===== config.mk =====
export PLATFORM = sky130hd
export DESIGN_NAME = beat_phase_sync_rate_loop_top
export DESIGN_NICKNAME = d
export VERILOG_FILES = /design/src/design/bpsrl_pkg.sv /design/src/design/bpsrl_div.sv /design/src/design/bpsrl_datapath.sv /design/src/design/bpsrl_ctrl.sv /design/src/design/beat_phase_sync_rate_loop_top.sv
export VERILOG_INCLUDE_DIRS = /design/src /design/src/design
export SDC_FILE = /design/constraint.sdc
export NUM_CORES = 2
export LEC_CHECK = 0
export ABC_CLOCK_PERIOD_IN_PS = 12840
export BUFFER_PORTS_ARGS = -buffer_cell sky130_fd_sc_hd__buf_4
export CORE_AREA = 5 5 356 358
export DETAILED_ROUTE_END_ITERATION = 10
export DIE_AREA = 0 0 361 363
export MAX_ROUTING_LAYER = met4
export PLACE_DENSITY = 0.72
export SYNTH_ARGS = -nofsm -noshare
export SYNTH_HDL_FRONTEND = slang
export SYNTH_HIERARCHICAL = 1
export SYNTH_SLANG_ARGS = --single-unit

===== constraint.sdc =====
create_clock -name i_clk -period 12.84 [get_ports i_clk]
set_clock_uncertainty 0.1 [all_clocks]
set_input_delay 1.284 -clock i_clk [delete_from_list [all_inputs] [get_ports i_clk]]
set_output_delay 1.284 -clock i_clk [all_outputs]
set_load 0.005 [all_outputs]

===== src/design/beat_phase_sync_rate_loop_top_macros.svh =====
// Assertion macros used by the beat-phase sync rate loop controller.
// Each macro takes the clock and active-low reset that disable the check.
`ifndef BEAT_PHASE_SYNC_RATE_LOOP_TOP_MACROS_SVH
`define BEAT_PHASE_SYNC_RATE_LOOP_TOP_MACROS_SVH

// Consequent must hold in the same cycle as the antecedent.
`define BPS_ASSERT_SAME(lbl, clk, rst_n, ant, cons, msg) \
    lbl: assert property (@(posedge clk) disable iff (!rst_n) (ant) |-> (cons)) \
        else $error(msg);

// Consequent must hold in the cycle after the antecedent.
`define BPS_ASSERT_NEXT(lbl, clk, rst_n, ant, cons, msg) \
    lbl: assert property (@(posedge clk) disable iff (!rst_n) (ant) |=> (cons)) \
        else $error(msg);

`endif


===== src/design/bpsrl_pkg.sv =====
// Shared types and constants of the beat-phase sync rate loop.
// Used by the divider, datapath, controller and top level; depends on nothing.
`default_nettype none
package bpsrl_pkg;

    // Fixed point format of all fractions.
    localparam int FRAC_BITS = 16;
    localparam logic [16:0] ONE_Q = 17'h10000;

    // Divider word widths: dividend bits shifted in and step counter.
    localparam int QUOT_W = 33;
    localparam int STEP_W = 6;
    localparam logic [STEP_W-1:0] RATE_STEPS  = 6'd33;
    localparam logic [STEP_W-1:0] PHASE_STEPS = 6'd18;

    // Loop mode codes.
    localparam logic [2:0] MODE_BYPASS = 3'd0;
    localparam logic [2:0] MODE_HOLD   = 3'd1;
    localparam logic [2:0] MODE_SYNC   = 3'd2;
    localparam logic [2:0] MODE_PROP   = 3'd3;
    localparam logic [2:0] MODE_WRECK  = 3'd4;

    // Register indexes on the configuration port.
    localparam logic [2:0] REG_ERROR_TH = 3'd0;
    localparam logic [2:0] REG_WRECK_TH = 3'd1;
    localparam logic [2:0] REG_ADJ_CAP  = 3'd2;
    localparam logic [2:0] REG_GAIN     = 3'd3;
    localparam logic [2:0] REG_SLEW_CAP = 3'd4;

    // Register reset values.
    localparam logic [15:0] RST_ERROR_TH = 16'd655;
    localparam logic [15:0] RST_WRECK_TH = 16'd13107;
    localparam logic [15:0] RST_ADJ_CAP  = 16'd3277;
    localparam logic [16:0] RST_GAIN     = 17'd45875;
    localparam logic [15:0] RST_SLEW_CAP = 16'd1311;

    typedef struct packed {
        logic [15:0] error_threshold;
        logic [15:0] wreck_threshold;
        logic [15:0] adjust_cap;
        logic [16:0] loop_gain;
        logic [15:0] slew_cap;
    } t_cfg;

    // Commands from the controller to the datapath.
    typedef struct packed {
        logic load;
        logic rate_go;
        logic phase_go;
        logic rate_cap;
        logic phase_cap;
        logic err_calc;
        logic gain_mul;
        logic adj_calc;
        logic mul_lo;
        logic mul_hi;
        logic out_load;
    } t_cmd;

    // Status from the datapath to the controller.
    typedef struct packed {
        logic div_busy;
    } t_stat;

endpackage
`default_nettype wire


===== src/design/bpsrl_div.sv =====
// Serial restoring divider, one quotient bit per cycle.
// Uses bpsrl_pkg for the quotient and step counter widths.
`default_nettype none
module bpsrl_div #(
    parameter int DW = 32
) (
    input  wire logic                         i_clk,
    input  wire logic                         i_rst_n,
    input  wire logic                         i_start,
    input  wire logic [DW-1:0]                i_init_rem,
    input  wire logic [bpsrl_pkg::QUOT_W-1:0] i_bits,
    input  wire logic [bpsrl_pkg::STEP_W-1:0] i_steps,
    input  wire logic [DW-1:0]                i_divisor,
    output logic                              o_busy,
    output logic [bpsrl_pkg::QUOT_W-1:0]      o_quot
);

    logic [DW-1:0]                r_rem;
    logic [DW-1:0]                r_div;
    logic [bpsrl_pkg::QUOT_W-1:0] r_bits;
    logic [bpsrl_pkg::QUOT_W-1:0] r_quot;
    logic [bpsrl_pkg::STEP_W-1:0] r_cnt;
    logic                         r_busy;
    logic [DW:0]                  w_trial;
    logic [DW:0]                  w_diff;
    logic                         w_ge;

    // Bring down the next dividend bit and try the subtraction.
    assign w_trial = {r_rem, r_bits[bpsrl_pkg::QUOT_W-1]};
    assign w_diff  = w_trial - {1'b0, r_div};
    assign w_ge    = (w_trial >= {1'b0, r_div});

    // Step counter and busy flag.
    always_ff @(posedge i_clk) begin
        if (!i_rst_n) begin
            r_busy <= 1'b0;
            r_cnt  <= '0;
        end else if (i_start) begin
            r_busy <= 1'b1;
            r_cnt  <= i_steps;
        end else if (r_busy) begin
            r_cnt <= r_cnt - 1'b1;
            if (r_cnt == bpsrl_pkg::STEP_W'(1)) begin
                r_busy <= 1'b0;
            end
        end
    end

    // Remainder, dividend and quotient shift registers.
    always_ff @(posedge i_clk) begin
        if (i_start) begin
            r_rem  <= i_init_rem;
            r_div  <= i_divisor;
            r_bits <= i_bits;
            r_quot <= '0;
        end else if (r_busy) begin
            r_rem  <= w_ge ? w_diff[DW-1:0] : w_trial[DW-1:0];
            r_bits <= {r_bits[bpsrl_pkg::QUOT_W-2:0], 1'b0};
            r_quot <= {r_quot[bpsrl_pkg::QUOT_W-2:0], w_ge};
        end
    end

    assign o_busy = r_busy;
    assign o_quot = r_quot;

endmodule
`default_nettype wire


===== src/design/bpsrl_datapath.sv =====
// Datapath of the sync rate loop: captured word, loop state, divider,
// shared multiplier and the correction arithmetic. Uses bpsrl_pkg and bpsrl_div.
`default_nettype none
module bpsrl_datapath #(
    parameter int P_BITS = 32
) (
    input  wire logic              i_clk,
    input  wire logic              i_rst_n,
    input  wire bpsrl_pkg::t_cmd   i_cmd,
    output bpsrl_pkg::t_stat       o_stat,
    input  wire bpsrl_pkg::t_cfg   i_cfg,
    input  wire logic [15:0]       i_target_phase,
    input  wire logic [16:0]       i_target_bpm,
    input  wire logic [16:0]       i_deck_bpm,
    input  wire logic signed [17:0] i_user_tweak,
    input  wire logic [P_BITS-1:0] i_play_position,
    input  wire logic [P_BITS-1:0] i_prev_beat,
    input  wire logic [P_BITS-1:0] i_next_beat,
    input  wire logic              i_beats_known,
    input  wire logic              i_lock_disabled,
    input  wire logic [P_BITS-1:0] i_loop_span,
    input  wire logic              i_restart,
    output logic [21:0]            o_sync_rate,
    output logic [16:0]            o_correction,
    output logic signed [17:0]     o_phase_error,
    output logic [2:0]             o_loop_mode
);

    localparam int DW = (P_BITS > 17) ? P_BITS : 17;
    localparam int QW = bpsrl_pkg::QUOT_W;

    // Captured input word.
    logic [15:0]        r_tphase;
    logic [16:0]        r_tbpm;
    logic [16:0]        r_lbpm;
    logic signed [17:0] r_tweak;
    logic [P_BITS-1:0]  r_pos;
    logic [P_BITS-1:0]  r_prev;
    logic [P_BITS-1:0]  r_next;
    logic               r_known;
    logic               r_lock_off;
    logic [P_BITS-1:0]  r_loop;

    // Loop state kept between ticks.
    logic [16:0]        r_last_corr;
    logic signed [17:0] r_user_off;
    logic               r_pending;

    // Intermediate results.
    logic [32:0]        r_rate;
    logic [16:0]        r_phase;
    logic signed [18:0] r_err;
    logic [17:0]        r_aerr;
    logic [2:0]         r_mode;
    logic [34:0]        r_prod;
    logic [16:0]        r_adj;
    logic [51:0]        r_acc;

    always_ff @(posedge i_clk) begin
        if (i_cmd.load) begin
            r_tphase   <= i_target_phase;
            r_tbpm     <= i_target_bpm;
            r_lbpm     <= i_deck_bpm;
            r_tweak    <= i_user_tweak;
            r_pos      <= i_play_position;
            r_prev     <= i_prev_beat;
            r_next     <= i_next_beat;
            r_known    <= i_beats_known;
            r_lock_off <= i_lock_disabled;
            r_loop     <= i_loop_span;
        end
    end

    // Bypass when locking is off, beats unknown, or a loop is shorter than a beat.
    logic [P_BITS-1:0] w_beat_len;
    logic              w_bypass;
    assign w_beat_len = r_next - r_prev;
    assign w_bypass   = r_lock_off || !r_known ||
                        ((r_loop != '0) && (r_next > r_prev) && (r_loop < w_beat_len));

    // Deck phase operands: signed distances and their magnitudes.
    logic signed [P_BITS:0] w_d;
    logic signed [P_BITS:0] w_len;
    logic [P_BITS:0]        w_dneg;
    logic [P_BITS:0]        w_lneg;
    logic [P_BITS-1:0]      w_ud;
    logic [P_BITS-1:0]      w_ul;
    logic                   w_neg;
    logic                   w_len_zero;
    logic                   w_over4;
    assign w_d        = $signed({1'b0, r_pos}) - $signed({1'b0, r_prev});
    assign w_len      = $signed({1'b0, r_next}) - $signed({1'b0, r_prev});
    assign w_dneg     = -w_d;
    assign w_lneg     = -w_len;
    assign w_ud       = w_d[P_BITS] ? w_dneg[P_BITS-1:0] : w_d[P_BITS-1:0];
    assign w_ul       = w_len[P_BITS] ? w_lneg[P_BITS-1:0] : w_len[P_BITS-1:0];
    assign w_neg      = w_d[P_BITS] != w_len[P_BITS];
    assign w_len_zero = (r_next == r_prev);
    assign w_over4    = {2'b00, w_ud} >= {w_ul, 2'b00};

    // Divider operand selection: tempo ratio or deck phase.
    logic [DW-1:0] w_div_init;
    logic [QW-1:0] w_div_bits;
    logic [bpsrl_pkg::STEP_W-1:0] w_div_steps;
    logic [DW-1:0] w_div_divisor;
    logic [QW-1:0] w_quot;
    logic          w_div_busy;

    always_comb begin
        if (i_cmd.phase_go) begin
            w_div_init    = DW'(w_ud >> 2);
            w_div_bits    = {w_ud[1:0], {(QW-2){1'b0}}};
            w_div_steps   = bpsrl_pkg::PHASE_STEPS;
            w_div_divisor = DW'(w_ul);
        end else begin
            w_div_init    = '0;
            w_div_bits    = {r_tbpm, {bpsrl_pkg::FRAC_BITS{1'b0}}};
            w_div_steps   = bpsrl_pkg::RATE_STEPS;
            w_div_divisor = DW'(r_lbpm);
        end
    end

    bpsrl_div #(
        .DW (DW)
    ) u_div (
        .i_clk      (i_clk),
        .i_rst_n    (i_rst_n),
        .i_start    (i_cmd.rate_go || i_cmd.phase_go),
        .i_init_rem (w_div_init),
        .i_bits     (w_div_bits),
        .i_steps    (w_div_steps),
        .i_divisor  (w_div_divisor),
        .o_busy     (w_div_busy),
        .o_quot     (w_quot)
    );

    assign o_stat.div_busy = w_div_busy;

    // Wrap the deck phase into one beat.
    logic [18:0]        w_q;
    logic signed [20:0] w_f;
    logic [16:0]        w_phase;
    always_comb begin
        w_q = w_over4 ? 19'h40000 : {1'b0, w_quot[17:0]};
        w_f = w_neg ? -$signed({2'b00, w_q}) : $signed({2'b00, w_q});
        if (w_f < 0) begin
            w_f = w_f + 21'sd65536;
        end
        if (w_f > 21'sd65536) begin
            w_f = w_f - 21'sd65536;
        end
        if (w_f < 0) begin
            w_phase = '0;
        end else if (w_f > 21'sd65536) begin
            w_phase = bpsrl_pkg::ONE_Q;
        end else begin
            w_phase = w_f[16:0];
        end
    end

    always_ff @(posedge i_clk) begin
        if (i_cmd.rate_cap) begin
            r_rate <= (r_lbpm == '0) ? 33'(bpsrl_pkg::ONE_Q) : w_quot;
        end
        if (i_cmd.phase_cap) begin
            r_phase <= w_len_zero ? '0 : w_phase;
        end
    end

    // Shortest wrapped distance from the master phase to the deck phase.
    logic signed [18:0] w_cur;
    logic signed [18:0] w_tgt;
    logic signed [18:0] w_fwd;
    logic signed [18:0] w_back;
    logic signed [18:0] w_afwd;
    logic signed [18:0] w_aback;
    logic signed [18:0] w_dist;
    logic signed [18:0] w_err;
    logic signed [18:0] w_eneg;
    logic [17:0]        w_aerr;
    always_comb begin
        w_cur = $signed({3'b000, r_tphase});
        w_tgt = $signed({2'b00, r_phase});
        if (w_cur < w_tgt) begin
            w_fwd  = w_tgt - w_cur;
            w_back = w_tgt - w_cur - 19'sd65536;
        end else begin
            w_fwd  = 19'sd65536 - w_cur + w_tgt;
            w_back = w_tgt - w_cur;
        end
        w_afwd  = (w_fwd < 0) ? -w_fwd : w_fwd;
        w_aback = (w_back < 0) ? -w_back : w_back;
        if (w_cur == w_tgt) begin
            w_dist = '0;
        end else begin
            w_dist = (w_afwd < w_aback) ? w_fwd : w_back;
        end
        w_err  = w_dist - 19'(r_user_off);
        w_eneg = -w_err;
        w_aerr = w_err[18] ? w_eneg[17:0] : w_err[17:0];
    end

    // Mode decision.
    logic [2:0] w_mode;
    always_comb begin
        if (w_bypass) begin
            w_mode = bpsrl_pkg::MODE_BYPASS;
        end else if (r_tweak != '0) begin
            w_mode = bpsrl_pkg::MODE_HOLD;
        end else if (w_aerr > {2'b00, i_cfg.wreck_threshold}) begin
            w_mode = bpsrl_pkg::MODE_WRECK;
        end else if (w_aerr > {2'b00, i_cfg.error_threshold}) begin
            w_mode = bpsrl_pkg::MODE_PROP;
        end else begin
            w_mode = bpsrl_pkg::MODE_SYNC;
        end
    end

    always_ff @(posedge i_clk) begin
        if (i_cmd.err_calc) begin
            r_mode <= w_mode;
            r_err  <= w_bypass ? '0 : w_err;
            r_aerr <= w_aerr;
        end
    end

    // Base rate: tempo ratio plus tweak, never below zero.
    logic signed [34:0] w_base_s;
    logic [33:0]        w_base;
    assign w_base_s = $signed({2'b00, r_rate}) + 35'(r_tweak);
    assign w_base   = w_base_s[34] ? '0 : w_base_s[33:0];

    // Shared multiplier: gain product, then the rate in two halves.
    logic [17:0] w_ma;
    logic [16:0] w_mb;
    logic [34:0] w_mp;
    always_comb begin
        if (i_cmd.gain_mul) begin
            w_ma = r_aerr;
            w_mb = i_cfg.loop_gain;
        end else if (i_cmd.mul_hi) begin
            w_ma = {1'b0, w_base[33:17]};
            w_mb = r_adj;
        end else begin
            w_ma = {1'b0, w_base[16:0]};
            w_mb = r_adj;
        end
    end
    assign w_mp = w_ma * w_mb;

    // Proportional target with slew and deviation caps.
    logic [35:0]        w_pr;
    logic signed [23:0] w_pm;
    logic signed [23:0] w_tgt_corr;
    logic signed [23:0] w_delta;
    logic signed [23:0] w_dev;
    logic signed [23:0] w_slew;
    logic signed [23:0] w_cap;
    logic signed [23:0] w_last;
    logic [16:0]        w_adj;
    always_comb begin
        w_pr       = {1'b0, r_prod} + 36'd32768;
        w_pm       = $signed({4'b0000, w_pr[35:16]});
        w_slew     = $signed({8'h00, i_cfg.slew_cap});
        w_cap      = $signed({8'h00, i_cfg.adjust_cap});
        w_last     = $signed({7'h00, r_last_corr});
        w_tgt_corr = 24'sd65536 - (r_err[18] ? -w_pm : w_pm);
        w_delta    = w_tgt_corr - w_last;
        if (w_delta > w_slew) begin
            w_delta = w_slew;
        end else if (w_delta < -w_slew) begin
            w_delta = -w_slew;
        end
        w_dev = w_last - 24'sd65536 + w_delta;
        if (w_dev > w_cap) begin
            w_dev = w_cap;
        end else if (w_dev < -w_cap) begin
            w_dev = -w_cap;
        end
        case (r_mode)
            bpsrl_pkg::MODE_WRECK: w_adj = bpsrl_pkg::ONE_Q + {1'b0, i_cfg.adjust_cap};
            bpsrl_pkg::MODE_PROP:  w_adj = 17'(24'sd65536 + w_dev);
            default:               w_adj = bpsrl_pkg::ONE_Q;
        endcase
    end

    always_ff @(posedge i_clk) begin
        if (i_cmd.gain_mul) begin
            r_prod <= w_mp;
        end
        if (i_cmd.adj_calc) begin
            r_adj <= w_adj;
        end
        if (i_cmd.mul_lo) begin
            r_acc <= 52'(w_mp);
        end else if (i_cmd.mul_hi) begin
            r_acc <= r_acc + {w_mp, 17'b0};
        end
    end

    // Loop state update.
    always_ff @(posedge i_clk) begin
        if (!i_rst_n) begin
            r_last_corr <= bpsrl_pkg::ONE_Q;
            r_user_off  <= '0;
            r_pending   <= 1'b0;
        end else begin
            if (i_cmd.load && i_restart) begin
                r_user_off <= '0;
                r_pending  <= 1'b1;
            end
            if (i_cmd.err_calc) begin
                if (w_bypass) begin
                    r_pending <= 1'b1;
                end else begin
                    if (r_pending) begin
                        r_last_corr <= bpsrl_pkg::ONE_Q;
                    end
                    r_pending <= 1'b0;
                    if (r_tweak != '0) begin
                        r_user_off <= w_dist[17:0];
                    end
                end
            end
            if (i_cmd.adj_calc && (r_mode != bpsrl_pkg::MODE_BYPASS)) begin
                r_last_corr <= w_adj;
            end
        end
    end

    // Round and saturate the final rate.
    logic [52:0] w_sum;
    assign w_sum         = {1'b0, r_acc} + 53'd32768;
    assign o_sync_rate   = (w_sum[52:38] != '0) ? 22'h3FFFFF : w_sum[37:16];
    assign o_correction  = r_adj;
    assign o_phase_error = r_err[17:0];
    assign o_loop_mode   = r_mode;

endmodule
`default_nettype wire


===== src/design/bpsrl_ctrl.sv =====
// Controller of the sync rate loop: sequences one word through the datapath.
// Uses bpsrl_pkg and the assertion macros header.
`default_nettype none
`include "beat_phase_sync_rate_loop_top_macros.svh"
module bpsrl_ctrl (
    input  wire logic             i_clk,
    input  wire logic             i_rst_n,
    input  wire logic             i_valid,
    output logic                  o_ready,
    input  wire bpsrl_pkg::t_stat i_stat,
    input  wire logic             i_out_free,
    output bpsrl_pkg::t_cmd       o_cmd
);

    localparam logic [3:0] S_IDLE     = 4'd0;
    localparam logic [3:0] S_RATE_GO  = 4'd1;
    localparam logic [3:0] S_RATE_RUN = 4'd2;
    localparam logic [3:0] S_PH_GO    = 4'd3;
    localparam logic [3:0] S_PH_RUN   = 4'd4;
    localparam logic [3:0] S_PH_CAP   = 4'd5;
    localparam logic [3:0] S_ERR      = 4'd6;
    localparam logic [3:0] S_GAIN     = 4'd7;
    localparam logic [3:0] S_ADJ      = 4'd8;
    localparam logic [3:0] S_MUL_LO   = 4'd9;
    localparam logic [3:0] S_MUL_HI   = 4'd10;
    localparam logic [3:0] S_OUT      = 4'd11;

    logic [3:0] r_state;
    logic [3:0] n_state;

    assign o_ready = (r_state == S_IDLE);

    // Next state and commands.
    always_comb begin
        n_state = r_state;
        o_cmd   = '0;
        case (r_state)
            S_IDLE: begin
                if (i_valid) begin
                    o_cmd.load = 1'b1;
                    n_state    = S_RATE_GO;
                end
            end
            S_RATE_GO: begin
                o_cmd.rate_go = 1'b1;
                n_state       = S_RATE_RUN;
            end
            S_RATE_RUN: begin
                if (!i_stat.div_busy) begin
                    n_state = S_PH_GO;
                end
            end
            S_PH_GO: begin
                o_cmd.rate_cap = 1'b1;
                o_cmd.phase_go = 1'b1;
                n_state        = S_PH_RUN;
            end
            S_PH_RUN: begin
                if (!i_stat.div_busy) begin
                    n_state = S_PH_CAP;
                end
            end
            S_PH_CAP: begin
                o_cmd.phase_cap = 1'b1;
                n_state         = S_ERR;
            end
            S_ERR: begin
                o_cmd.err_calc = 1'b1;
                n_state        = S_GAIN;
            end
            S_GAIN: begin
                o_cmd.gain_mul = 1'b1;
                n_state        = S_ADJ;
            end
            S_ADJ: begin
                o_cmd.adj_calc = 1'b1;
                n_state        = S_MUL_LO;
            end
            S_MUL_LO: begin
                o_cmd.mul_lo = 1'b1;
                n_state      = S_MUL_HI;
            end
            S_MUL_HI: begin
                o_cmd.mul_hi = 1'b1;
                n_state      = S_OUT;
            end
            S_OUT: begin
                if (i_out_free) begin
                    o_cmd.out_load = 1'b1;
                    n_state        = S_IDLE;
                end
            end
            default: begin
                n_state = S_IDLE;
            end
        endcase
    end

    always_ff @(posedge i_clk) begin
        if (!i_rst_n) begin
            r_state <= S_IDLE;
        end else begin
            r_state <= n_state;
        end
    end

    // An accepted word always starts the tempo division.
    `BPS_ASSERT_NEXT(a_accept_starts, i_clk, i_rst_n, i_valid && o_ready, r_state == S_RATE_GO, "accepted word did not start the division")
    // A result waiting for a full output stage stays put.
    `BPS_ASSERT_NEXT(a_out_waits, i_clk, i_rst_n, r_state == S_OUT && !i_out_free, r_state == S_OUT, "result left before the output stage was free")
    // The phase division is running right after it was launched.
    `BPS_ASSERT_SAME(a_phase_busy, i_clk, i_rst_n, r_state == S_PH_RUN && $past(r_state) == S_PH_GO, i_stat.div_busy, "phase division not running after launch")

endmodule
`default_nettype wire


===== src/design/beat_phase_sync_rate_loop_top.sv =====
// One word is processed at a time: a new word is accepted only after the previous result
// has been loaded into the output register. The pace is set by the shared serial divider
// (33 steps for the tempo ratio, 18 for the deck phase) and the two-part rate multiply.
// A new word is taken while the previous result still waits in the output register.
// Synchronous active-low reset restores register defaults, correction 1.0,
// zero user offset and no pending history clear.
`default_nettype none
module beat_phase_sync_rate_loop_top #(
    parameter int POSITION_BITS = 32
) (
    input  wire logic                i_clk,
    input  wire logic                i_rst_n,
    // Fields from bit 0: target_phase, target_bpm, deck_bpm, user_tweak, play_position,
    // prev_beat, next_beat, beats_known, lock_disabled, loop_span, restart, zero pad.
    input  wire logic                s_axis_tvalid,
    output logic                     s_axis_tready,
    input  wire logic [((71 + 4 * POSITION_BITS + 7) / 8) * 8 - 1:0] s_axis_tdata,
    // Fields from bit 0: sync_rate, correction, phase_error, loop_mode, zero pad.
    output logic                     m_axis_tvalid,
    input  wire logic                m_axis_tready,
    output logic [63:0]              m_axis_tdata,
    input  wire logic                psel,
    input  wire logic                penable,
    input  wire logic                pwrite,
    input  wire logic [4:0]          paddr,
    input  wire logic [31:0]         pwdata,
    output logic [31:0]              prdata,
    output logic                     pready
);

    localparam int P        = POSITION_BITS;
    localparam int OFF_POS  = 68;
    localparam int OFF_PREV = OFF_POS + P;
    localparam int OFF_NEXT = OFF_PREV + P;
    localparam int OFF_KNWN = OFF_NEXT + P;
    localparam int OFF_LOCK = OFF_KNWN + 1;
    localparam int OFF_LOOP = OFF_LOCK + 1;
    localparam int OFF_RST  = OFF_LOOP + P;

    // Configuration registers.
    bpsrl_pkg::t_cfg r_cfg;
    logic            w_cfg_wr;
    assign pready   = 1'b1;
    assign w_cfg_wr = psel && penable && pwrite;

    always_ff @(posedge i_clk) begin
        if (!i_rst_n) begin
            r_cfg.error_threshold <= bpsrl_pkg::RST_ERROR_TH;
            r_cfg.wreck_threshold <= bpsrl_pkg::RST_WRECK_TH;
            r_cfg.adjust_cap      <= bpsrl_pkg::RST_ADJ_CAP;
            r_cfg.loop_gain       <= bpsrl_pkg::RST_GAIN;
            r_cfg.slew_cap        <= bpsrl_pkg::RST_SLEW_CAP;
        end else if (w_cfg_wr) begin
            case (paddr[4:2])
                bpsrl_pkg::REG_ERROR_TH: r_cfg.error_threshold <= pwdata[15:0];
                bpsrl_pkg::REG_WRECK_TH: r_cfg.wreck_threshold <= pwdata[15:0];
                bpsrl_pkg::REG_ADJ_CAP:  r_cfg.adjust_cap      <= pwdata[15:0];
                bpsrl_pkg::REG_GAIN:     r_cfg.loop_gain       <= pwdata[16:0];
                bpsrl_pkg::REG_SLEW_CAP: r_cfg.slew_cap        <= pwdata[15:0];
                default: ;
            endcase
        end
    end

    // Register read-back.
    always_comb begin
        case (paddr[4:2])
            bpsrl_pkg::REG_ERROR_TH: prdata = {16'h0, r_cfg.error_threshold};
            bpsrl_pkg::REG_WRECK_TH: prdata = {16'h0, r_cfg.wreck_threshold};
            bpsrl_pkg::REG_ADJ_CAP:  prdata = {16'h0, r_cfg.adjust_cap};
            bpsrl_pkg::REG_GAIN:     prdata = {15'h0, r_cfg.loop_gain};
            bpsrl_pkg::REG_SLEW_CAP: prdata = {16'h0, r_cfg.slew_cap};
            default:                 prdata = '0;
        endcase
    end

    bpsrl_pkg::t_cmd  w_cmd;
    bpsrl_pkg::t_stat w_stat;
    logic             r_out_valid;
    logic             w_out_free;
    logic [21:0]      w_rate;
    logic [16:0]      w_corr;
    logic signed [17:0] w_perr;
    logic [2:0]       w_mode;

    assign w_out_free = !r_out_valid || m_axis_tready;

    bpsrl_ctrl u_ctrl (
        .i_clk      (i_clk),
        .i_rst_n    (i_rst_n),
        .i_valid    (s_axis_tvalid),
        .o_ready    (s_axis_tready),
        .i_stat     (w_stat),
        .i_out_free (w_out_free),
        .o_cmd      (w_cmd)
    );

    bpsrl_datapath #(
        .P_BITS (P)
    ) u_dp (
        .i_clk           (i_clk),
        .i_rst_n         (i_rst_n),
        .i_cmd           (w_cmd),
        .o_stat          (w_stat),
        .i_cfg           (r_cfg),
        .i_target_phase  (s_axis_tdata[15:0]),
        .i_target_bpm    (s_axis_tdata[32:16]),
        .i_deck_bpm      (s_axis_tdata[49:33]),
        .i_user_tweak    (s_axis_tdata[67:50]),
        .i_play_position (s_axis_tdata[OFF_POS +: P]),
        .i_prev_beat     (s_axis_tdata[OFF_PREV +: P]),
        .i_next_beat     (s_axis_tdata[OFF_NEXT +: P]),
        .i_beats_known   (s_axis_tdata[OFF_KNWN]),
        .i_lock_disabled (s_axis_tdata[OFF_LOCK]),
        .i_loop_span     (s_axis_tdata[OFF_LOOP +: P]),
        .i_restart       (s_axis_tdata[OFF_RST]),
        .o_sync_rate     (w_rate),
        .o_correction    (w_corr),
        .o_phase_error   (w_perr),
        .o_loop_mode     (w_mode)
    );

    // Output register.
    always_ff @(posedge i_clk) begin
        if (!i_rst_n) begin
            r_out_valid <= 1'b0;
        end else if (w_cmd.out_load) begin
            r_out_valid <= 1'b1;
        end else if (m_axis_tready) begin
            r_out_valid <= 1'b0;
        end
    end

    always_ff @(posedge i_clk) begin
        if (w_cmd.out_load) begin
            m_axis_tdata <= {4'h0, w_mode, w_perr, w_corr, w_rate};
        end
    end

    assign m_axis_tvalid = r_out_valid;

endmodule
`default_nettype wire


Word-level counts from Yosys, hierarchy flattened
Cells that the tools add are included.
W data, S select, Z words.
{"block": "word_totals", "regBits": 711, "in_bits": 244, "output_inout_bits": 99, "wordCells": 227}
{"block": "op_classes", "n_addsub": 31, "n_mul": 1, "order_cmp": 18, "n_eq_ne": 26, "mux": 74, "n_reduce_logical": 36}
{"op": "$mux W17", "n": 10}
{"op": "$mux W32", "n": 5}
{"op": "$mux W19", "n": 7}
{"op": "$mux W18", "n": 6}
{"op": "$mux W33", "n": 3}
{"op": "$pmux W17 S5", "n": 1}
{"op": "$mux W24", "n": 3}
{"op": "$mux W35", "n": 2}
{"op": "$sub A32 B32 Y33", "n": 2}
{"op": "$neg A32 Y32", "n": 2}
{"op": "$sub A32 B32 Y32", "n": 2}
{"op": "$mux W21", "n": 3}
{"op": "$add A52 B16 Y53 const B", "n": 1}
{"op": "$add A52 B52 Y52", "n": 1}
{"op": "$gt A24 B17 Y1", "n": 2}
{"op": "$lt A24 B24 Y1", "n": 2}
{"op": "$neg A16 Y24", "n": 2}
{"op": "$pmux W4 S12", "n": 1}
{"op": "$gt A21 B18 Y1 const B", "n": 2}
{"op": "$lt A21 B1 Y1 const B", "n": 2}
{"op": "$lt A19 B1 Y1 const B", "n": 2}
{"op": "$neg A19 Y19", "n": 2}
{"op": "$add A35 B16 Y36 const B", "n": 1}
{"op": "$gt A18 B16 Y1", "n": 2}
{"op": "other kinds (62)", "n": 120}

Longest topological paths before layout
{"block": "depth", "depth_word": 15, "ltp_mapped": 73, "mapped_depth_nobuf": 70}

By module
Netlist, hierarchy kept.
{"mod": "bpsrl_datapath", "n_inst": 1, "cells_per_inst": 5481, "area_each_um2": 47543.1, "seq_area_each_um2": 11421.0}
{"mod": "bpsrl_div", "n_inst": 1, "cells_per_inst": 673, "area_each_um2": 7374.6, "seq_area_each_um2": 3713.6}
{"mod": "beat_phase_sync_rate_loop_top", "n_inst": 1, "cells_per_inst": 480, "area_each_um2": 5778.0, "seq_area_each_um2": 3443.3}
{"mod": "bpsrl_ctrl", "n_inst": 1, "cells_per_inst": 49, "area_each_um2": 362.8, "seq_area_each_um2": 80.1}

Worst setup path after synthesis
OpenSTA, ideal clock, no wires.
{"block": "synth_timing", "path_type": "flip-flop to flip-flop", "start": "register u_dp.r_phase[0]", "end": "register u_dp.r_mode[2], in the netlist u_dp/o_loop_mode[2] (data pin)", "setup_ns": 0.261, "t_arrival_ns": 11.816, "required_time_ns": 12.479, "path_slack_ns": 0.663, "path_stages_with_launch": 67, "path_buffers": 3, "period_less_slack_ns": 12.177, "path_cell_list": "edfxtp_1 > inv_1 > ha_1 > inv_1 > fa_1 > a21o_1 > a21oi_1 > nor2_1 > a211o_1 > a221o_1 > a21o_1 > a21o_1 > a21o_1 > a21o_1 > and2_1 > or2_2 > ha_1 > nor2_1 > [31 not listed] > a21o_1 > and2_1 > clkbuf_1 > o21ai_0 > ha_1 > nor2b_1 > o21a_1 > o21a_1 > o21ai_0 > nand2b_1 > a21oi_1 > nor2_1 > a211oi_1 > o21ai_0 > a21o_1 > a21oi_1 > nor2_1 > o311a_1"}
{"block": "synth_via", "elab_chain_len": 13, "elab_cells_between_ends": 21, "cone_classes": "add/sub: 7; order compare: 5; eq/ne: 1; mux: 8"}
{"element": "from (decl)", "line_no": "bpsrl_datapath.sv:51", "rtl": "logic [16:0] r_phase;"}
{"element": "from (signal assigned)", "line_no": "bpsrl_datapath.sv:166", "rtl": "r_phase <= w_len_zero ? '0 : w_phase;"}
{"element": "$sub A17 B16 Y18", "line_no": "bpsrl_datapath.sv:185, bpsrl_datapath.sv:186, bpsrl_datapath.sv:189"}
{"element": "$sub A19 B18 Y19", "line_no": "bpsrl_datapath.sv:186", "rtl": "w_back = w_tgt - w_cur - 19'sd65536;"}
{"element": "$mux W19", "line_no": "bpsrl_datapath.sv:184", "rtl": "if (w_cur < w_tgt) begin"}
{"element": "$neg A19 Y19 or $lt A19 B1 Y1 (tied branches)", "line_no": "bpsrl_datapath.sv:192", "rtl": "w_aback = (w_back < 0) ? -w_back : w_back;"}
{"element": "$mux W19", "line_no": "bpsrl_datapath.sv:192"}
{"element": "$lt A19 B19 Y1", "line_no": "bpsrl_datapath.sv:196", "rtl": "w_dist = (w_afwd < w_aback) ? w_fwd : w_back;"}
{"element": "$mux W19", "line_no": "bpsrl_datapath.sv:196"}
{"element": "$mux W19 *", "line_no": "bpsrl_datapath.sv:193", "rtl": "if (w_cur == w_tgt) begin"}
{"element": "$sub A19 B18 Y19 *", "line_no": "bpsrl_datapath.sv:198", "rtl": "w_err = w_dist - 19'(r_user_off);"}
{"element": "$neg A18 Y18", "line_no": "bpsrl_datapath.sv:199", "rtl": "w_eneg = -w_err;"}
{"element": "$mux W18 *", "line_no": "bpsrl_datapath.sv:200", "rtl": "w_aerr = w_err[18] ? w_eneg[17:0] : w_err[17:0];"}
{"element": "via u_dp.w_aerr[1]", "line_no": "bpsrl_datapath.sv:180", "rtl": "logic [17:0] w_aerr;"}
{"element": "$gt A18 B16 Y1 *", "line_no": "bpsrl_datapath.sv:210", "rtl": "end else if (w_aerr > {2'b00, i_cfg.wreck_threshold}) begin"}
{"element": "$mux W3 *", "line_no": "bpsrl_datapath.sv:210"}
{"element": "to (signal assigned)", "line_no": "bpsrl_datapath.sv:221", "rtl": "r_mode <= w_mode;"}
{"element": "to (decl)", "line_no": "bpsrl_datapath.sv:54", "rtl": "logic [2:0] r_mode;"}
Mark *: on every way through the listed nets, which the timed path passes. The rest lies on a longest branch.
A chain may end at the register's enable or synchronous reset.

Worst setup path after layout
{"block": "layout_timing", "start": "register u_dp.r_tweak[0]", "end": "register u_dp.r_acc[50]"}
{"block": "layout_via", "elab_chain_len": 6}
{"element": "from (decl)", "line_no": "bpsrl_datapath.sv:36", "rtl": "logic signed [17:0] r_tweak;"}
{"element": "from (signal assigned)", "line_no": "bpsrl_datapath.sv:64", "rtl": "r_tweak <= i_user_tweak;"}
{"element": "$add A34 B18 Y35", "line_no": "bpsrl_datapath.sv:230", "rtl": "assign w_base_s = $signed({2'b00, r_rate}) + 35'(r_tweak);"}
{"element": "$mux W34", "line_no": "bpsrl_datapath.sv:231", "rtl": "assign w_base = w_base_s[34] ? '0 : w_base_s[33:0];"}
{"element": "$mux W17", "line_no": "bpsrl_datapath.sv:241", "rtl": "end else if (i_cmd.mul_hi) begin"}
{"element": "$mux W18", "line_no": "bpsrl_datapath.sv:238", "rtl": "if (i_cmd.gain_mul) begin"}
{"element": "$mul A18 B17 Y35", "line_no": "bpsrl_datapath.sv:249", "rtl": "assign w_mp = w_ma * w_mb;"}
{"element": "via u_dp.w_mp[18]", "line_no": "bpsrl_datapath.sv:236", "rtl": "logic [34:0] w_mp;"}
{"element": "$add A52 B52 Y52", "line_no": "bpsrl_datapath.sv:297", "rtl": "r_acc <= r_acc + {w_mp, 17'b0};"}
{"element": "to (signal assigned)", "line_no": "bpsrl_datapath.sv:295", "rtl": "r_acc <= 52'(w_mp);"}
{"element": "to (signal assigned)", "line_no": "bpsrl_datapath.sv:297"}
{"element": "to (decl)", "line_no": "bpsrl_datapath.sv:57", "rtl": "logic [51:0] r_acc;"}
The timed path passes the listed nets, and every way through them passes these cells.

==> tab_implementation.tex <==
\begin{tabular}{lr}
\hline
Metric & Value \\
\hline
\multicolumn{2}{l}{\textbf{Routing}} \\
\quad Vias & 49800 \\
\quad Remaining DRCs & 0 \\
\quad Final WL & 169 mm \\
\quad Iteration count of the initial detailed-routing pass & 6 \\
\quad Mean number of vias per cell & 5.75 \\
\quad Number of DRC markers after the initial detailed-route iteration & 3689 \\
\quad Drt wl/cell & 19.5 um \\
\quad Number of nets with antenna violations after detailed routing & 0 \\
\multicolumn{2}{l}{\textbf{Finish}} \\
\quad Final core utilization & 55.5\% \\
\quad Count of nets after finishing & 8032 \\
\quad Area grow syn2layout & 11.8\% \\
\quad Filler Cells Inserted & 11000 \\
\quad Highest-count cells in the layout ignoring fill and taps & 657 x sky130\_fd\_sc\_hd\_\_nand2\_1, 653 x sky130\_fd\_sc\_hd\_\_inv\_1, 584 x sky130\_fd\_sc\_hd\_\_ha\_1, 502 x sky130\_fd\_sc\_hd\_\_edfxtp\_1, 423 x sky130\_fd\_sc\_hd\_\_nor2\_1 \\
\quad Commonest non-fill, non-tap cell in the layout & sky130\_fd\_sc\_hd\_\_nand2\_1 \\
\quad Ratio of cells with drive above 1 in the final layout & 11.7\% \\
\multicolumn{2}{l}{\textbf{Clocking}} \\
\quad CTS tree & built \\
\quad Clock net sink count & 681 \\
\quad H-Tree Level Count & 3 \\
\quad TritonCTS buffer count & 77 \\
\quad Cell at the root of the clock tree & sky130\_fd\_sc\_hd\_\_clkbuf\_16 \\
\quad CTS Hold Bufs & 0 \\
\quad CTS clk-pin slew, worst paths & 0.07 ns \\
\quad Worst-skew pair later-pin latency & 0.71 ns \\
\quad Number of buffers on the longest clock path & 3 \\
\multicolumn{2}{l}{\textbf{Critical path}} \\
\quad Max stage delay on crit path & 0.55 ns \\
\quad Most Frequent Cell on Critical Path & sky130\_fd\_sc\_hd\_\_fa\_1 \\
\quad Standard cell with the maximum stage delay on the critical path & sky130\_fd\_sc\_hd\_\_or4\_1 \\
\quad Required time of the critical path & 13.31 ns \\
\quad Startpoint of the worst-slack reg-to-reg timing path & u\_dp/r\_tweak[0] \\
\quad Kind of capture point of the worst setup path & flip-flop \\
\quad Critical Path Start & u\_dp/r\_tweak[0] \\
\quad CP Class & reg2reg \\
\quad Largest fanout on the critical path & 11 \\
\quad Arrival time of the worst setup path & 12.65 ns \\
\quad Nature of the critical path startpoint & flip-flop \\
\multicolumn{2}{l}{\textbf{Logic synthesis}} \\
\quad Netlist Area Pre-Place & 0.0611 mm\^{}2 \\
\quad Dominant combinational cell family by area after synthesis & adder cells \\
\quad Xor and xnor fraction of the mapped netlist area & 6.06\% \\
\quad Share of synthesized area spent on multiplexers & 4.12\% \\
\quad Synthesized-area fraction occupied by ao, oa, aoi and oai cells & 15.2\% \\
\quad Post-synthesis simple-gate area fraction & 17.8\% \\
\quad Post-synthesis instance total & 6683 \\
\quad Share of async-settable or async-resettable flops after synthesis & 0\% \\
\quad Adder-Cell Fraction of Synth Area & 20.2\% \\
\quad Sequential cell area fraction in the yosys report & 30.6\% \\
\quad Flip-flop and latch count after synthesis & 681 \\
\quad Ys flop type & sky130\_fd\_sc\_hd\_\_edfxtp\_1 \\
\quad Mean Syn Cell Area & 9.14 um\^{}2 \\
\quad Ys Warns & 6 \\
\quad Number of enable flip-flop cells after synthesis & 502 \\
\quad Number of distinct library cells after synthesis & 123 \\
\multicolumn{2}{l}{\textbf{Global routing}} \\
\quad All-Layer GR Usage & 25.5\% \\
\quad Aggregate global routing overflow & 0 \\
\quad First-pass GRT wire length & 261 mm \\
\quad Maximum number of pins on one net before global-route repair & 87 \\
\quad Initial antenna violation count & 3 \\
\quad Vias in the first global route & 48400 \\
\multicolumn{2}{l}{\textbf{Hold path}} \\
\quad Min-delay worst type & reg2reg \\
\quad Startpoint of the worst hold path & u\_dp/r\_err[7] \\
\multicolumn{2}{l}{\textbf{Die}} \\
\quad Rows & 129 \\
\quad Width of the die & 361 um \\
\quad Num ports & 343 \\
\quad Core Region & 0.123 mm\^{}2 \\
\quad Total Die Area & 0.131 mm\^{}2 \\
\quad Starting density of the core & 49.6\% \\
\quad Die Span Y & 363 um \\
\multicolumn{2}{l}{\textbf{STA}} \\
\quad Worst slew margin relative to its limit & 19.4\% \\
\quad Number of max-slew violations in the final report & 0 \\
\quad Number of failing setup endpoints in the final timing report & 0 \\
\quad Max Clock Freq & 82.1 MHz \\
\quad Final Cycle Share & 94.8\% \\
\quad Time the final worst path needs with I/O delays and setup & 12.18 ns \\
\quad Setup repair after global routing missed its margin & no \\
\quad Transition time of the tightest slew-check pin & 1.21 ns \\
\quad Final number of hold-violating endpoints & 0 \\
\multicolumn{2}{l}{\textbf{Placement}} \\
\quad Detailed Place HPWL & 133 mm \\
\quad Buffers on Ports & 304 \\
\quad Weighted congestion at the end of routability-driven global placement & 0.965 \\
\multicolumn{2}{l}{\textbf{Job}} \\
\quad Max\_cap viols & 0 \\
\multicolumn{2}{l}{\textbf{Run status}} \\
\quad Result of the run & completed \\
\hline
\end{tabular}
==> cell type report <==
type / instances / area [um^2] / area share [%]
clock inverter: 53 / 499 / 0.731
sequential: 681 / 18700 / 27.3
inverter: 655 / 2460 / 3.60
timing repair buffer: 427 / 3270 / 4.79
clock buffer: 90 / 2080 / 3.05
multi-input combinational: 5112 / 39200 / 57.5
antenna: 2 / 5.00 / 0.00733
tap: 1637 / 2050 / 3.00
==> critical path: cells and delay by family (launching register included) <==
family / cells / cell delay (ns)
adders and majority gates: 10 / 4.13
and+or+nand+nor: 11 / 2.38
buffers and inverters: 6 / 0.59
xor gates and xnor gates: 1 / 0.23
DFF: 1 / 0.35
AOI/OAI and AO/OA: 20 / 4.25
==> layer usage <==
metal | track usage (%) | vias to the layer above | wire [um]
met5 | - | - | 0
met4 | 10.3 | 0 | 7520
met3 | 3.18 | 365 | 9790
met2 | 42.1 | 1562 | 80400
met1 | 32.0 | 23800 | 70900
li1 | - | 24100 | -
==> cells by family after synthesis <==
logic type,Yosys count
and+or+nand+nor,2178
AOI/OAI and AO/OA,1399
buffers and inverters,928
adders and majority gates,834
DFF,681
xor gates and xnor gates,418
muxes,242
other,3
==> registers in the layout (all words and copies together), names as in the netlist, 19 cells and up <==
name               count
u_dp/r_err            19
u_dp/r_acc            37
u_dp/r_prod           20
u_dp/u_div/r_div      32
u_dp/r_prev           32
u_dp/r_loop           32
m_axis_tdata          60
u_dp/u_div/o_quot     33
u_dp/r_next           32
u_dp/u_div/r_bits     33
u_dp/r_pos            32
r_cfg                 81
u_dp/r_rate           33
u_dp/u_div/r_rem      32
==> worst paths after layout <==
| kind | end | slack, ns | cells past startpoint |
|---|---|---|---|
| worst max-delay path | u_dp/r_acc[50] | 0.66 | 48 |
| worst min-delay path | m_axis_tdata[46] | 0.32 | 0 |
| worst max register to register | u_dp/r_acc[50] | 0.66 | 48 |
| worst min register to register | m_axis_tdata[46] | 0.32 | 0 |
==> cell usage after synthesis (17+ instances only) <==
master | count | area, um^2
sky130_fd_sc_hd__nor3b_1 | 29 | 218
sky130_fd_sc_hd__a31oi_1 | 51 | 319
sky130_fd_sc_hd__buf_4 | 42 | 315
sky130_fd_sc_hd__o22ai_1 | 28 | 175
sky130_fd_sc_hd__and4_1 | 20 | 175
sky130_fd_sc_hd__a21o_1 | 122 | 916
sky130_fd_sc_hd__a211oi_1 | 49 | 368
sky130_fd_sc_hd__nor3_1 | 138 | 691
sky130_fd_sc_hd__edfxtp_1 | 502 | 15100
sky130_fd_sc_hd__o21ai_0 | 310 | 1550
sky130_fd_sc_hd__buf_2 | 29 | 145
sky130_fd_sc_hd__a21boi_0 | 32 | 240
sky130_fd_sc_hd__nor2b_1 | 161 | 1010
sky130_fd_sc_hd__mux2_2 | 73 | 822
sky130_fd_sc_hd__and2_1 | 137 | 857
sky130_fd_sc_hd__a22oi_1 | 35 | 263
sky130_fd_sc_hd__o31ai_1 | 48 | 360
sky130_fd_sc_hd__buf_1 | 24 | 90.1
sky130_fd_sc_hd__fa_1 | 249 | 4980
sky130_fd_sc_hd__o211ai_1 | 44 | 330
sky130_fd_sc_hd__clkbuf_1 | 171 | 642
sky130_fd_sc_hd__nand3_1 | 169 | 846
sky130_fd_sc_hd__a211o_1 | 17 | 149
sky130_fd_sc_hd__nand2_1 | 657 | 2470
sky130_fd_sc_hd__inv_1 | 653 | 2450
sky130_fd_sc_hd__or2_2 | 48 | 300
sky130_fd_sc_hd__nand4_1 | 70 | 438
sky130_fd_sc_hd__nor4_1 | 47 | 294
sky130_fd_sc_hd__nor2_1 | 430 | 1610
sky130_fd_sc_hd__mux2i_1 | 168 | 1680
sky130_fd_sc_hd__or3_1 | 55 | 344
sky130_fd_sc_hd__o21a_1 | 81 | 608
sky130_fd_sc_hd__xor2_1 | 129 | 1130
sky130_fd_sc_hd__ha_1 | 585 | 7320
sky130_fd_sc_hd__o21bai_1 | 37 | 278
sky130_fd_sc_hd__xnor2_1 | 285 | 2500
sky130_fd_sc_hd__and3_1 | 66 | 413
sky130_fd_sc_hd__dfxtp_1 | 179 | 3580
sky130_fd_sc_hd__a21oi_1 | 340 | 1700
sky130_fd_sc_hd__nand2b_1 | 63 | 394
==> stage by stage <==
stage	TNS (ns)	worst slack [ns]	cell area [um^2]	std cells	hold slack, ns
floorplan	0	0.663	61200	6721	0.322
global placement	0	0.153	65300	8498	0.307
detailed placement	-0.0875	-0.0875	65300	8498	0.307
CTS	0	0.126	67900	8641	0.321
global route	0	0.00331	68300	8657	0.327
finish	0	0.661	68300	8657	0.319
==> timing repair <==
| item | in CTS | in global routing |
|---|---|---|
| gates cloned | 0 | 0 |
| endpoints found under the setup margin | 1 | 51 |
| pin swaps | 0 | 12 |
| setup buffers | 0 | 14 |
| resized for setup | 1 | 73 |
Power is left out: the tool's default activity adds up to more than one toggle a clock period on the data nets, which glitch-free logic cannot reach.
